**src/rtl/core/pwlcm_pkg.sv**
```systemverilog
package pwlcm_pkg;

    // field widths of the transaction payloads
    localparam int POS_W   = 32;
    localparam int CH_W    = 8;
    localparam int NUM_CH  = 4;
    localparam int RGBA_W  = NUM_CH * CH_W;
    localparam int ENTRY_W = POS_W + RGBA_W;
    localparam int CNT_W   = 5;
    localparam int IDX_W   = 4;
    localparam int SEG_W   = 4;
    localparam int STAT_W  = 2;

    // interpolation arithmetic
    localparam int FRAC_W = 16;
    localparam int DEN_W  = POS_W + 1;
    localparam int NUM_W  = DEN_W + FRAC_W;
    localparam int QBITS  = 25;
    localparam int W2_W   = QBITS + 2;
    localparam int DIFF_W = CH_W + 1;
    localparam int PROD_W = W2_W + DIFF_W;
    localparam int CTR_W  = $clog2(QBITS);

    // weight clamp: beyond this any nonzero color step saturates
    localparam logic signed [W2_W-1:0]   W2_LIMIT = W2_W'(64'd1 << QBITS);
    localparam logic signed [PROD_W-1:0] ROUND    = PROD_W'(64'd1 << (FRAC_W - 1));
    localparam logic signed [PROD_W-1:0] CH_MAX   = PROD_W'((64'd1 << CH_W) - 64'd1);

    // request types
    localparam logic REQ_WRITE  = 1'b0;
    localparam logic REQ_LOOKUP = 1'b1;

    // result status codes
    localparam logic [STAT_W-1:0] STATUS_OK         = 2'd0;
    localparam logic [STAT_W-1:0] STATUS_FEW_POINTS = 2'd1;
    localparam logic [STAT_W-1:0] STATUS_ZERO_WIDTH = 2'd2;

    typedef struct packed {
        logic                    req_type;
        logic [IDX_W-1:0]        point_index;
        logic signed [POS_W-1:0] sample_value;
        logic [CH_W-1:0]         in_red;
        logic [CH_W-1:0]         in_green;
        logic [CH_W-1:0]         in_blue;
        logic [CH_W-1:0]         in_alpha;
    } req_item_t;

    typedef struct packed {
        logic [CH_W-1:0]   out_red;
        logic [CH_W-1:0]   out_green;
        logic [CH_W-1:0]   out_blue;
        logic [CH_W-1:0]   out_alpha;
        logic [SEG_W-1:0]  segment_upper;
        logic [STAT_W-1:0] status;
    } rsp_item_t;

    typedef enum logic [3:0] {
        ST_IDLE,
        ST_SCAN,
        ST_PREP,
        ST_CHECK,
        ST_DIV,
        ST_FIX,
        ST_MUL,
        ST_MIX,
        ST_EMIT
    } state_t;

    // controller to datapath
    typedef struct packed {
        logic              accept;
        logic              res_zero;
        logic [STAT_W-1:0] res_status;
        logic              rd_first;
        logic              rd_next;
        logic              scan_step;
        logic              seg_latch;
        logic              prep;
        logic              check;
        logic              div_step;
        logic              fix;
        logic              mul;
        logic              mix;
        logic              emit;
    } dp_cmd_t;

    // datapath to controller
    typedef struct packed {
        logic is_lookup;
        logic few_points;
        logic pos_ge;
        logic first;
        logic last;
        logic hit0;
        logic den_zero;
        logic rsp_free;
    } dp_stat_t;

endpackage

```
**src/rtl/core/piecewise_linear_color_map_core.sv**
```systemverilog
// Piecewise-linear color map. A table of up to MAX_POINTS control points, each a signed
// Q16.16 position and an RGBA8 color, maps a Q16.16 sample to a color. Every request
// transaction (write or lookup) returns exactly one response transaction; writes and errors
// return zero color with a status. Only one request is in flight at a time. In a regular
// lookup, k (2 up to the number of points in use) is the number of table entries the scan
// reads through the single table read port until it finds the segment; a one-bit-per-cycle
// divider then forms the segment weight. A lookup that lands on a zero-width segment ends
// after the scan, without the divider. While the output register is full and stalled,
// the next response waits before it is loaded. The response sits in an output register,
// so the next request is taken as soon as the response is loaded. The user must write
// num_points through the cfg channel only while no request is in flight; the block itself
// does not enforce it; table entries must be written before a lookup reads them.
module piecewise_linear_color_map_core #(
    parameter int MAX_POINTS = 16
) (
    input  logic                        clk,
    input  logic                        rst_n,
    input  logic                        req_valid,
    output logic                        req_stall,
    input  pwlcm_pkg::req_item_t        req_data,
    output logic                        rsp_valid,
    input  logic                        rsp_stall,
    output pwlcm_pkg::rsp_item_t        rsp_data,
    input  logic                        cfg_valid,
    output logic                        cfg_ready,
    input  logic [pwlcm_pkg::CNT_W-1:0] cfg_data
);

    pwlcm_pkg::dp_cmd_t  cmd;
    pwlcm_pkg::dp_stat_t stat;

    // sequencer
    pwlcm_ctrl u_ctrl (
        .clk       (clk),
        .rst_n     (rst_n),
        .req_valid (req_valid),
        .req_stall (req_stall),
        .stat      (stat),
        .cmd       (cmd)
    );

    // table, divider, blend and output register
    pwlcm_dp #(
        .MAX_POINTS (MAX_POINTS)
    ) u_dp (
        .clk       (clk),
        .rst_n     (rst_n),
        .req_data  (req_data),
        .cfg_valid (cfg_valid),
        .cfg_ready (cfg_ready),
        .cfg_data  (cfg_data),
        .rsp_valid (rsp_valid),
        .rsp_stall (rsp_stall),
        .rsp_data  (rsp_data),
        .cmd       (cmd),
        .stat      (stat)
    );

endmodule

```
**src/rtl/core/pwlcm_ram.sv**
```systemverilog
module pwlcm_ram #(
    parameter int WIDTH = 64,
    parameter int DEPTH = 16
) (
    input  logic                     clk,
    input  logic                     we,
    input  logic [$clog2(DEPTH)-1:0] waddr,
    input  logic [WIDTH-1:0]         wdata,
    input  logic                     re,
    input  logic [$clog2(DEPTH)-1:0] raddr,
    output logic [WIDTH-1:0]         rdata
);

    logic [WIDTH-1:0] mem [DEPTH];
    logic [WIDTH-1:0] rdata_reg;

    // one write port, one registered read port
    always_ff @(posedge clk)
    begin
        if (we)
        begin
            mem[waddr] <= wdata;
        end
        if (re)
        begin
            rdata_reg <= mem[raddr];
        end
    end

    assign rdata = rdata_reg;

endmodule

```
**src/rtl/core/pwlcm_ctrl.sv**
```systemverilog
module pwlcm_ctrl (
    input  logic               clk,
    input  logic               rst_n,
    input  logic               req_valid,
    output logic               req_stall,
    input  pwlcm_pkg::dp_stat_t stat,
    output pwlcm_pkg::dp_cmd_t  cmd
);

    pwlcm_pkg::state_t state_reg;
    pwlcm_pkg::state_t state_next;
    logic [pwlcm_pkg::CTR_W-1:0] div_cnt_reg;
    logic [pwlcm_pkg::CTR_W-1:0] div_cnt_next;
    logic scan_stop;
    logic div_last;

    // scan ends at the first qualifying point, or at the last point in use
    assign scan_stop = !stat.first && (stat.hit0 || stat.pos_ge || stat.last);
    assign div_last  = (div_cnt_reg == pwlcm_pkg::CTR_W'(pwlcm_pkg::QBITS - 1));

    always_ff @(posedge clk or negedge rst_n)
    begin
        if (!rst_n)
        begin
            state_reg   <= pwlcm_pkg::ST_IDLE;
            div_cnt_reg <= '0;
        end
        else
        begin
            state_reg   <= state_next;
            div_cnt_reg <= div_cnt_next;
        end
    end

    // division step counter
    always_comb
    begin
        div_cnt_next = div_cnt_reg;
        if (state_reg == pwlcm_pkg::ST_CHECK)
        begin
            div_cnt_next = '0;
        end
        else if (state_reg == pwlcm_pkg::ST_DIV)
        begin
            div_cnt_next = div_cnt_reg + pwlcm_pkg::CTR_W'(1);
        end
    end

    // next state
    always_comb
    begin
        state_next = state_reg;
        unique case (state_reg)
            pwlcm_pkg::ST_IDLE:
            begin
                if (req_valid)
                begin
                    if (!stat.is_lookup || stat.few_points)
                    begin
                        state_next = pwlcm_pkg::ST_EMIT;
                    end
                    else
                    begin
                        state_next = pwlcm_pkg::ST_SCAN;
                    end
                end
            end
            pwlcm_pkg::ST_SCAN:
            begin
                if (scan_stop)
                begin
                    state_next = pwlcm_pkg::ST_PREP;
                end
            end
            pwlcm_pkg::ST_PREP:
            begin
                state_next = pwlcm_pkg::ST_CHECK;
            end
            pwlcm_pkg::ST_CHECK:
            begin
                state_next = stat.den_zero ? pwlcm_pkg::ST_EMIT : pwlcm_pkg::ST_DIV;
            end
            pwlcm_pkg::ST_DIV:
            begin
                if (div_last)
                begin
                    state_next = pwlcm_pkg::ST_FIX;
                end
            end
            pwlcm_pkg::ST_FIX:
            begin
                state_next = pwlcm_pkg::ST_MUL;
            end
            pwlcm_pkg::ST_MUL:
            begin
                state_next = pwlcm_pkg::ST_MIX;
            end
            pwlcm_pkg::ST_MIX:
            begin
                state_next = pwlcm_pkg::ST_EMIT;
            end
            pwlcm_pkg::ST_EMIT:
            begin
                if (stat.rsp_free)
                begin
                    state_next = pwlcm_pkg::ST_IDLE;
                end
            end
            default:
            begin
                state_next = pwlcm_pkg::ST_IDLE;
            end
        endcase
    end

    // datapath commands
    always_comb
    begin
        cmd       = '0;
        req_stall = (state_reg != pwlcm_pkg::ST_IDLE);
        unique case (state_reg)
            pwlcm_pkg::ST_IDLE:
            begin
                if (req_valid)
                begin
                    cmd.accept = 1'b1;
                    if (!stat.is_lookup)
                    begin
                        cmd.res_zero   = 1'b1;
                        cmd.res_status = pwlcm_pkg::STATUS_OK;
                    end
                    else if (stat.few_points)
                    begin
                        cmd.res_zero   = 1'b1;
                        cmd.res_status = pwlcm_pkg::STATUS_FEW_POINTS;
                    end
                    else
                    begin
                        cmd.rd_first = 1'b1;
                    end
                end
            end
            pwlcm_pkg::ST_SCAN:
            begin
                cmd.scan_step = 1'b1;
                if (scan_stop)
                begin
                    cmd.seg_latch = 1'b1;
                end
                else
                begin
                    cmd.rd_next = 1'b1;
                end
            end
            pwlcm_pkg::ST_PREP:
            begin
                cmd.prep = 1'b1;
            end
            pwlcm_pkg::ST_CHECK:
            begin
                if (stat.den_zero)
                begin
                    cmd.res_zero   = 1'b1;
                    cmd.res_status = pwlcm_pkg::STATUS_ZERO_WIDTH;
                end
                else
                begin
                    cmd.check = 1'b1;
                end
            end
            pwlcm_pkg::ST_DIV:
            begin
                cmd.div_step = 1'b1;
            end
            pwlcm_pkg::ST_FIX:
            begin
                cmd.fix = 1'b1;
            end
            pwlcm_pkg::ST_MUL:
            begin
                cmd.mul = 1'b1;
            end
            pwlcm_pkg::ST_MIX:
            begin
                cmd.mix = 1'b1;
            end
            pwlcm_pkg::ST_EMIT:
            begin
                cmd.emit = stat.rsp_free;
            end
            default:
            begin
                cmd = '0;
            end
        endcase
    end

endmodule

```
**src/rtl/core/pwlcm_dp.sv**
```systemverilog
module pwlcm_dp #(
    parameter int MAX_POINTS = 16
) (
    input  logic                          clk,
    input  logic                          rst_n,
    input  pwlcm_pkg::req_item_t          req_data,
    input  logic                          cfg_valid,
    output logic                          cfg_ready,
    input  logic [pwlcm_pkg::CNT_W-1:0]   cfg_data,
    output logic                          rsp_valid,
    input  logic                          rsp_stall,
    output pwlcm_pkg::rsp_item_t          rsp_data,
    input  pwlcm_pkg::dp_cmd_t            cmd,
    output pwlcm_pkg::dp_stat_t           stat
);

    localparam int AW = $clog2(MAX_POINTS);
    localparam int NW = $clog2(MAX_POINTS + 1);
    localparam int CW = (NW > pwlcm_pkg::CNT_W) ? NW : pwlcm_pkg::CNT_W;

    // configuration
    logic [pwlcm_pkg::CNT_W-1:0] num_points_reg;
    logic [CW-1:0] n_full;
    logic [CW-1:0] n_max;
    logic [CW-1:0] n_use;

    // table access
    logic                           ram_we;
    logic [AW-1:0]                  ram_waddr;
    logic [pwlcm_pkg::ENTRY_W-1:0]  ram_wdata;
    logic                           ram_re;
    logic [AW-1:0]                  ram_raddr;
    logic [pwlcm_pkg::ENTRY_W-1:0]  ram_rdata;

    // scan state
    logic signed [pwlcm_pkg::POS_W-1:0] sample_reg;
    logic [AW-1:0]                      chk_idx_reg;
    logic [pwlcm_pkg::ENTRY_W-1:0]      prev_entry_reg;
    logic                               hit0_reg;
    logic signed [pwlcm_pkg::POS_W-1:0] rd_pos;

    // segment
    logic [pwlcm_pkg::ENTRY_W-1:0] lo_entry_reg;
    logic [pwlcm_pkg::ENTRY_W-1:0] hi_entry_reg;
    logic [AW-1:0]                 up_idx_reg;

    // division
    logic signed [pwlcm_pkg::DEN_W-1:0] vdiff;
    logic signed [pwlcm_pkg::DEN_W-1:0] den;
    logic signed [pwlcm_pkg::NUM_W-1:0] num_s;
    logic [pwlcm_pkg::NUM_W-1:0]        num_mag_reg;
    logic [pwlcm_pkg::DEN_W-1:0]        den_mag_reg;
    logic                               neg_reg;
    logic                               den_zero_reg;
    logic                               ovf_reg;
    logic [pwlcm_pkg::DEN_W-1:0]        rem_reg;
    logic [pwlcm_pkg::QBITS-1:0]        quo_reg;
    logic [pwlcm_pkg::DEN_W:0]          div_shifted;
    logic                               div_ge;

    // weight and blend
    logic signed [pwlcm_pkg::W2_W-1:0]   qm_s;
    logic signed [pwlcm_pkg::W2_W-1:0]   w2_val;
    logic signed [pwlcm_pkg::W2_W-1:0]   w2_reg;
    logic signed [pwlcm_pkg::DIFF_W-1:0] ch_diff [pwlcm_pkg::NUM_CH];
    logic signed [pwlcm_pkg::PROD_W-1:0] prod_reg [pwlcm_pkg::NUM_CH];
    logic signed [pwlcm_pkg::PROD_W-1:0] ch_round [pwlcm_pkg::NUM_CH];
    logic signed [pwlcm_pkg::PROD_W-1:0] ch_sum [pwlcm_pkg::NUM_CH];
    logic [pwlcm_pkg::CH_W-1:0]          ch_sat [pwlcm_pkg::NUM_CH];

    // result and output register
    pwlcm_pkg::rsp_item_t res_reg;
    pwlcm_pkg::rsp_item_t rsp_data_reg;
    logic                 rsp_valid_reg;
    logic                 rsp_valid_next;

    // configuration write
    assign cfg_ready = 1'b1;

    always_ff @(posedge clk or negedge rst_n)
    begin
        if (!rst_n)
        begin
            num_points_reg <= '0;
        end
        else if (cfg_valid && cfg_ready)
        begin
            num_points_reg <= cfg_data;
        end
    end

    // points in use, capped at the table depth
    always_comb
    begin
        n_full = CW'(num_points_reg);
        n_max  = CW'(MAX_POINTS);
        n_use  = (n_full < n_max) ? n_full : n_max;
    end

    // control point table: position low, rgba high
    assign ram_we    = cmd.accept && (req_data.req_type == pwlcm_pkg::REQ_WRITE) &&
                       (32'(req_data.point_index) < 32'(MAX_POINTS));
    assign ram_waddr = AW'(req_data.point_index);
    assign ram_wdata = {req_data.in_alpha, req_data.in_blue, req_data.in_green,
                        req_data.in_red, req_data.sample_value};
    assign ram_re    = cmd.rd_first || cmd.rd_next;
    assign ram_raddr = cmd.rd_first ? '0 : (chk_idx_reg + AW'(1));

    pwlcm_ram #(
        .WIDTH (pwlcm_pkg::ENTRY_W),
        .DEPTH (MAX_POINTS)
    ) u_table (
        .clk   (clk),
        .we    (ram_we),
        .waddr (ram_waddr),
        .wdata (ram_wdata),
        .re    (ram_re),
        .raddr (ram_raddr),
        .rdata (ram_rdata)
    );

    assign rd_pos = signed'(ram_rdata[pwlcm_pkg::POS_W-1:0]);

    // segment setup arithmetic
    always_comb
    begin
        vdiff = pwlcm_pkg::DEN_W'(sample_reg) -
                pwlcm_pkg::DEN_W'(signed'(lo_entry_reg[pwlcm_pkg::POS_W-1:0]));
        den   = pwlcm_pkg::DEN_W'(signed'(hi_entry_reg[pwlcm_pkg::POS_W-1:0])) -
                pwlcm_pkg::DEN_W'(signed'(lo_entry_reg[pwlcm_pkg::POS_W-1:0]));
        num_s = signed'({vdiff, {pwlcm_pkg::FRAC_W{1'b0}}});
    end

    // restoring division step, one quotient bit per cycle
    always_comb
    begin
        div_shifted = {rem_reg, quo_reg[pwlcm_pkg::QBITS-1]};
        div_ge      = (div_shifted >= {1'b0, den_mag_reg});
    end

    // floor-signed weight, clamped where every nonzero step saturates anyway
    always_comb
    begin
        qm_s = signed'(pwlcm_pkg::W2_W'(quo_reg));
        if (ovf_reg)
        begin
            w2_val = neg_reg ? -pwlcm_pkg::W2_LIMIT : pwlcm_pkg::W2_LIMIT;
        end
        else if (neg_reg)
        begin
            w2_val = -qm_s - signed'(pwlcm_pkg::W2_W'(rem_reg != '0));
        end
        else
        begin
            w2_val = qm_s;
        end
    end

    // per channel: c = lc + round(w2 * (uc - lc) / 65536), saturated
    always_comb
    begin
        for (int i = 0; i < pwlcm_pkg::NUM_CH; i++)
        begin
            ch_diff[i] =
                signed'(pwlcm_pkg::DIFF_W'(hi_entry_reg[pwlcm_pkg::POS_W + i*pwlcm_pkg::CH_W +:
                                                        pwlcm_pkg::CH_W])) -
                signed'(pwlcm_pkg::DIFF_W'(lo_entry_reg[pwlcm_pkg::POS_W + i*pwlcm_pkg::CH_W +:
                                                        pwlcm_pkg::CH_W]));
            ch_round[i] = (prod_reg[i] + pwlcm_pkg::ROUND) >>> pwlcm_pkg::FRAC_W;
            ch_sum[i]   = ch_round[i] +
                signed'(pwlcm_pkg::PROD_W'(lo_entry_reg[pwlcm_pkg::POS_W + i*pwlcm_pkg::CH_W +:
                                                        pwlcm_pkg::CH_W]));
            if (ch_sum[i] < 0)
            begin
                ch_sat[i] = '0;
            end
            else if (ch_sum[i] > pwlcm_pkg::CH_MAX)
            begin
                ch_sat[i] = '1;
            end
            else
            begin
                ch_sat[i] = ch_sum[i][pwlcm_pkg::CH_W-1:0];
            end
        end
    end

    // payload registers
    always_ff @(posedge clk)
    begin
        if (cmd.accept)
        begin
            sample_reg <= req_data.sample_value;
        end
        if (ram_re)
        begin
            chk_idx_reg <= ram_raddr;
        end
        if (cmd.scan_step)
        begin
            prev_entry_reg <= ram_rdata;
            if (chk_idx_reg == '0)
            begin
                hit0_reg <= (rd_pos >= sample_reg);
            end
        end
        if (cmd.seg_latch)
        begin
            lo_entry_reg <= prev_entry_reg;
            hi_entry_reg <= ram_rdata;
            up_idx_reg   <= chk_idx_reg;
        end
        if (cmd.prep)
        begin
            num_mag_reg  <= num_s[pwlcm_pkg::NUM_W-1] ? unsigned'(-num_s) : unsigned'(num_s);
            den_mag_reg  <= den[pwlcm_pkg::DEN_W-1] ? unsigned'(-den) : unsigned'(den);
            neg_reg      <= vdiff[pwlcm_pkg::DEN_W-1] ^ den[pwlcm_pkg::DEN_W-1];
            den_zero_reg <= (den == '0);
        end
        if (cmd.check)
        begin
            ovf_reg <= ((pwlcm_pkg::DEN_W + pwlcm_pkg::QBITS)'(num_mag_reg) >=
                        {den_mag_reg, {pwlcm_pkg::QBITS{1'b0}}});
            rem_reg <= pwlcm_pkg::DEN_W'(num_mag_reg >> pwlcm_pkg::QBITS);
            quo_reg <= num_mag_reg[pwlcm_pkg::QBITS-1:0];
        end
        if (cmd.div_step)
        begin
            rem_reg <= div_ge ? pwlcm_pkg::DEN_W'(div_shifted - {1'b0, den_mag_reg})
                              : pwlcm_pkg::DEN_W'(div_shifted);
            quo_reg <= {quo_reg[pwlcm_pkg::QBITS-2:0], div_ge};
        end
        if (cmd.fix)
        begin
            w2_reg <= w2_val;
        end
        if (cmd.mul)
        begin
            for (int i = 0; i < pwlcm_pkg::NUM_CH; i++)
            begin
                prod_reg[i] <= pwlcm_pkg::PROD_W'(w2_reg) * pwlcm_pkg::PROD_W'(ch_diff[i]);
            end
        end
        if (cmd.res_zero)
        begin
            res_reg.out_red       <= '0;
            res_reg.out_green     <= '0;
            res_reg.out_blue      <= '0;
            res_reg.out_alpha     <= '0;
            res_reg.segment_upper <= '0;
            res_reg.status        <= cmd.res_status;
        end
        else if (cmd.mix)
        begin
            res_reg.out_red       <= ch_sat[0];
            res_reg.out_green     <= ch_sat[1];
            res_reg.out_blue      <= ch_sat[2];
            res_reg.out_alpha     <= ch_sat[3];
            res_reg.segment_upper <= pwlcm_pkg::SEG_W'(up_idx_reg);
            res_reg.status        <= pwlcm_pkg::STATUS_OK;
        end
        if (cmd.emit)
        begin
            rsp_data_reg <= res_reg;
        end
    end

    // output register valid
    always_comb
    begin
        rsp_valid_next = rsp_valid_reg;
        if (cmd.emit)
        begin
            rsp_valid_next = 1'b1;
        end
        else if (rsp_valid_reg && !rsp_stall)
        begin
            rsp_valid_next = 1'b0;
        end
    end

    always_ff @(posedge clk or negedge rst_n)
    begin
        if (!rst_n)
        begin
            rsp_valid_reg <= 1'b0;
        end
        else
        begin
            rsp_valid_reg <= rsp_valid_next;
        end
    end

    assign rsp_valid = rsp_valid_reg;
    assign rsp_data  = rsp_data_reg;

    // status to the controller
    always_comb
    begin
        stat.is_lookup  = (req_data.req_type == pwlcm_pkg::REQ_LOOKUP);
        stat.few_points = (n_use < CW'(2));
        stat.pos_ge     = (rd_pos >= sample_reg);
        stat.first      = (chk_idx_reg == '0);
        stat.last       = (CW'(chk_idx_reg) == (n_use - CW'(1)));
        stat.hit0       = hit0_reg;
        stat.den_zero   = den_zero_reg;
        stat.rsp_free   = !rsp_valid_reg || !rsp_stall;
    end

endmodule
```
**config.mk**
```make
export PLATFORM = sky130hd
export DESIGN_NAME = piecewise_linear_color_map_core
export DESIGN_NICKNAME = d
export VERILOG_FILES = /design/src/rtl/core/pwlcm_pkg.sv /design/src/rtl/core/piecewise_linear_color_map_core.sv /design/src/rtl/core/pwlcm_ram.sv /design/src/rtl/core/pwlcm_ctrl.sv /design/src/rtl/core/pwlcm_dp.sv
export SDC_FILE = /design/constraint.sdc
export NUM_CORES = 2
export LEC_CHECK = 0
export BUFFER_PORTS_ARGS = -buffer_cell sky130_fd_sc_hd__buf_2
export CAP_MARGIN = 10
export CORE_MARGIN = 2
export CORE_UTILIZATION = 40
export CTS_CLUSTER_DIAMETER = 100
export DETAILED_ROUTE_END_ITERATION = 16
export SKIP_CTS_REPAIR_TIMING = 1
export SYNTH_ARGS = -nofsm -noshare
export SYNTH_HDL_FRONTEND = slang
export SYNTH_HIERARCHICAL = 1
export SYNTH_SLANG_ARGS = --single-unit
```
**constraint.sdc**
```tcl
create_clock -name clk -period 37.7 [get_ports clk]
set_input_delay 5.655 -clock clk [delete_from_list [all_inputs] [get_ports clk]]
set_output_delay 5.655 -clock clk [all_outputs]
set_load 0.01 [all_outputs]
```
Word-level counts from Yosys, hierarchy flattened
Memories as Yosys holds them, arrays and structs flattened. A register that Yosys moved wholly into a read port is not among the register bits.
Cells that the tools add are included.
{ "word_totals": {"ff_bits": 494, "mem_bits_rw": 1168, "in_bits": 79, "out_inout_bits": 41, "elab_cells": 170, "n_memories": 2} }
{ "classes": {"addsub": 22, "mul": 4, "n_lt_le_gt_ge": 13, "eq_ne": 14, "mux": 57, "bitwise_logic": 2, "reduce_logical": 23} }
{ "memory_table": {"columns": ["memory", "words", "width", "rd", "rd_clocked_by_memory_dff", "write_ports", "line_no", "source"], "rows": [
  ["u_dp.u_table.mem", 16, 64, 1, 1, 1, "pwlcm_ram.sv:14", "logic [WIDTH-1:0] mem [DEPTH];"],
  ["u_dp.prod_reg", 4, 36, 4, 0, 4, "pwlcm_dp.sv:66", "logic signed [pwlcm_pkg::PROD_W-1:0] prod_reg [pwlcm_pkg::NUM_CH];"]
]} }
{ "ops": {"columns": ["op", "n"], "rows": [
  ["36-bit by 17-bit adder with 36-bit output, second input constant", 4],
  ["36-bit by 9-bit greater-than comparator with 1-bit output, second input constant", 4],
  ["36-bit by 1-bit < comparator with 1-bit output, second input constant", 4],
  ["27-bit by 9-bit multiplier with 36-bit output", 4],
  ["33-bit two-way mux", 3],
  ["20-bit by 9-bit adder with 21-bit output", 4],
  ["27-bit two-way mux", 3],
  ["32-bit by 32-bit subtractor with 33-bit output", 2],
  ["8-bit two-way mux", 8],
  ["49-bit by 58-bit >= comparator with 1-bit output", 1],
  ["25-bit two-way mux", 2],
  ["49-bit negation", 1],
  ["48-bit two-way mux", 1],
  ["4-bit one-hot mux with 9 select lines", 1],
  ["8-bit by 8-bit subtractor with 9-bit output", 4],
  ["34-bit by 33-bit >= comparator with 1-bit output", 1],
  ["33-bit zero test", 1],
  ["33-bit negation", 1],
  ["33-bit nonzero test", 1],
  ["33-bit subtractor", 1],
  ["32-bit >= comparator", 1],
  ["32-bit two-way mux", 1],
  ["4-bit two-way mux", 7],
  ["25-bit negation with 27-bit output", 1],
  ["other kinds (29)", 74]
]} }

Depth between registers and ports, before layout
{ "depth": {"depth_word": 10, "ltp_mapped": 32} }

Hierarchy
The synthesis kept the hierarchy.
{ "modules_own_cells": {"columns": ["module", "instances", "cells_per_inst", "area_each_um2", "seq_area_each_um2"], "rows": [
  ["pwlcm_dp", 1, 6242, 63432.1, 16215.6],
  ["pwlcm_ram", 1, 1647, 40222.3, 32671.3],
  ["pwlcm_ctrl", 1, 76, 640.6, 225.2]
]} }

Worst setup path before layout
Ideal clock, no wire load.
{ "synth_timing": {"path_kind": "reg-to-reg", "startpoint": "register u_ctrl.state_reg[1]", "endpoint": "register u_dp/hi_entry_reg[0] in the netlist's numbering, enable pin", "t_arrival_ns": 13.298, "required_time_ns": 36.888, "slack_ns": 23.591, "path_stages_with_launch": 4, "path_buffers": 1, "path_cell_list": "dfrtp_1 > buf_2 > nor4b_2 > nor3b_1"} }
{ "synth_rtl": {"columns": ["element", "line_no", "source"], "rows": [
  ["from (decl)", "pwlcm_ctrl.sv:10", "pwlcm_pkg::state_t state_reg;"],
  ["from (signal assigned)", "pwlcm_ctrl.sv:25", "state_reg <= pwlcm_pkg::ST_IDLE;"],
  ["from (signal assigned)", "pwlcm_ctrl.sv:30", "state_reg <= state_next;"],
  ["to (signal assigned)", "pwlcm_dp.sv:210", "hi_entry_reg <= ram_rdata;"],
  ["to (decl)", "pwlcm_dp.sv:44", "logic [pwlcm_pkg::ENTRY_W-1:0] hi_entry_reg;"]
]} }

==> metrics.yaml <==
die-area_sq_um: 264800
worst_hold_path_type: "flip-flop to flip-flop"
num_vias: 63410
synth_warnings: 6
crit_family: "buffers and inverters"
path_cells: "buf_2, nand2b_1, nor2_1, buf_4, nor2_4, buf_4, buf_4, buf_4, mux4_2, a22oi_1, nand2_1"
crit-reg2reg-capture: "u_dp/prod_reg[0][35]"
design.core.area_sq_um: 259500
critPathMaxStageDelay_ns: 0.84
cts_tree: "yes"
cts.root.buffer_cell: "sky130_fd_sc_hd__clkbuf_16"
max_slew.worst_pin.slew_ns: 1.174
start_util_pct: 40.19
numCtsBuffers: 177
post-dp-hpwl_mm: 170.1
clkSlewWorstSetupHoldPaths_ns: 0.06
time_the_final_worst_path_needs_with_i_o_delays_and_setup_ns: 9.876
mostFrequentLayoutCell: "sky130_fd_sc_hd__edfxtp_1"
grt.total_usage_pct: 19.43
grt_start_max_net_pins: 154
most_frequent_cell_on_the_critical_path: "sky130_fd_sc_hd__buf_4"
worst_ep_required_time_ns: 38.30
first_pass_iters: 9
synth-seq-area-share_pct: 47.09
maxClockFrequency_mhz: 101.3
timing.hold.worst_endpoint: "u_dp/lo_entry_reg[25]"
vias_per_cell: 5.453
fp-row-count: 187
timing.reg2reg.worst_path_depth: 31
syn-cell-area_sq_um: 104300
post_synth.cell_area_avg_sq_um: 13.09
syn_nets: 9372
slew-limit-headroom_pct: 21.75
synth_edf_count: 1599
wire_per_inst_um: 22.01
worst-path-max-fanout: 46
grt_setup_unrepaired: "false"
final_min_period_over_clock_period_pct: 26.20
synthDominantCellAreaShare_pct: 46.04
tritoncts_num_sinks: 1650
ctsLongestPathBuffers: 3
max_cap_violations: 0
ios: 120
rrSetupSlack_ns: 28.71
finalWirelength_mm: 256.0
antenna_found_initial: 38
fp.dieW_um: 514.6
arrival_time_at_the_worst_endpoint_ns: 10.47
start_kind: "primary input"
nNetsFinal: 9470
finalMaxSlewViolations: 0
port_buffers: 118
synth_largest_area_cell: "sky130_fd_sc_hd__edfxtp_1"
ys_top_cells_by_area: "sky130_fd_sc_hd__edfxtp_1, sky130_fd_sc_hd__fa_1, sky130_fd_sc_hd__ha_1"
drt_drc_violations_left: 0
ant_nets: 0
clock_tree.htree_level_count: 4
place_inst: 11290
critical_register_to_register_path_startpoint: "u_dp/lo_entry_reg[33]"
worst-setup-path-type: "primary input to flip-flop"
worst_setup_path_end_kind: "flip-flop"
drive_above_1_share_pct: 10.98
synthToLayoutAreaGrowth_pct: 10.38
gpl.final_weighted_congestion: 0.8539
setup_total_negative_slack_ns: 0
yosysUniqueCellTypes: 104
layoutNonFillerInstCount: 11630
hold_path_startpoint: "u_dp/prev_entry_reg[25]"
grt_overflow: 0
ys_seq_elements: 1650
synth-async-reset-ratio_pct: 0.9091
first_global_vias: 65960
post_synth_inst_count: 7965
finalClockSkew_ns: 0.07228
largest_reg_flops: 1024
crit_path_start: "req_data[68]"
grt_first_pass_wirelength_mm: 396.1
finalHoldViolCount: 0
cp.buffers_inverters: 5
run_status: "completed"
die-height_um: 514.6
most_frequent_cells_in_the_layout: "sky130_fd_sc_hd__edfxtp_1, sky130_fd_sc_hd__fa_1, sky130_fd_sc_hd__inv_1"
worst_path_max_delay_cell: "sky130_fd_sc_hd__buf_4"
drt_iter0_drc: 5077
ys.flop_type: "sky130_fd_sc_hd__edfxtp_1"
setup_violations: 0
clock_latency_ns: 0.86
worstHoldPathCells: 0
cells by family after synthesis:
kind of cell,Yosys count,synth area share (%)
multiplexers,332,6.279
AND/OR/NAND/NOR,2130,10.88
AO/OA/AOI/OAI,1099,7.083
other,1,0.003596
XOR/XNOR,367,3.082
flip-flops,1650,47.09
buffers and inverters,1058,3.963
adder cells (fa/ha/maj),1328,21.63
cell usage after synthesis (all sizes together) (24+ instances only):
library cell	instances
o21ai	172
nand3	95
xor2	117
nor4	40
mux2i	58
clkbuf	264
a21oi	260
edfxtp	1599
nor3	92
nor2b	65
nand4	62
buf	68
or3	26
a31oi	41
o211ai	25
or2	32
and2	533
a211oi	49
o21a	67
nand2	434
a22oi	134
o31ai	24
nand2b	253
and3	35
o21bai	28
mux4	256
ha	537
nor2	375
dfxtp	36
a21o	128
fa	791
xnor2	250
inv	724
worst max-delay path by stage:
stage | cells past startpoint | end
3_5_place_dp | 11 | u_dp/u_table/rdata[60]
6_report | 11 | u_dp/u_table/rdata[63]
3_3_place_gp | 11 | u_dp/u_table/rdata[56]
2_1_floorplan | 3 | u_dp/hi_entry_reg[0]
5_1_grt | 11 | u_dp/u_table/rdata[62]
4_1_cts | 11 | u_dp/u_table/rdata[56]
worst reg2reg max path, delay by kind of cell (launching register included):
family,cells,cell delay [ns]
XOR/XNOR,2,0.27
buffers and inverters,5,0.62
AND/OR/NAND/NOR,7,1.61
flip-flops,1,0.44
adder cells (fa/ha/maj),7,3.14
AO/OA/AOI/OAI,10,2.61
layer usage:
layer,global-route usage (%),part of all wire [%],up-vias
met5,0,0.083,-
met3,2.987,5.7,367
met1,26.49,43,32690
met4,5.500,2.7,34
li1,-,-,28600
met2,32.17,48,1720
area by class of cell:
cell class,instances,area [sq um]
timing repair buffer,251,1599
tap,3402,4257
fill,23090,144400
sequential,1650,49110
clock inverter,120,1491
antenna,14,35.03
multi-input combinational,5257,51340
inverter,726,2725
clock buffer,209,4559
metrics by stage:
step | hold slack [ns] | cell area (sq um) | util, % | worst slack (ns)
floorplan | 0.4003 | 104300 | - | 23.59
global placement | 0.4007 | 109000 | 42.02 | 26.86
detailed placement | 0.4045 | 109000 | 42.02 | 26.78
CTS | 0.3866 | 115100 | 44.35 | 27.71
global route | 0.3983 | 115100 | 44.36 | 27.32
finish | 0.3856 | 115100 | 44.36 | 27.82
Power is left out: the tool's default activity adds up to more than one toggle a clock period on the data nets, which glitch-free logic cannot reach.
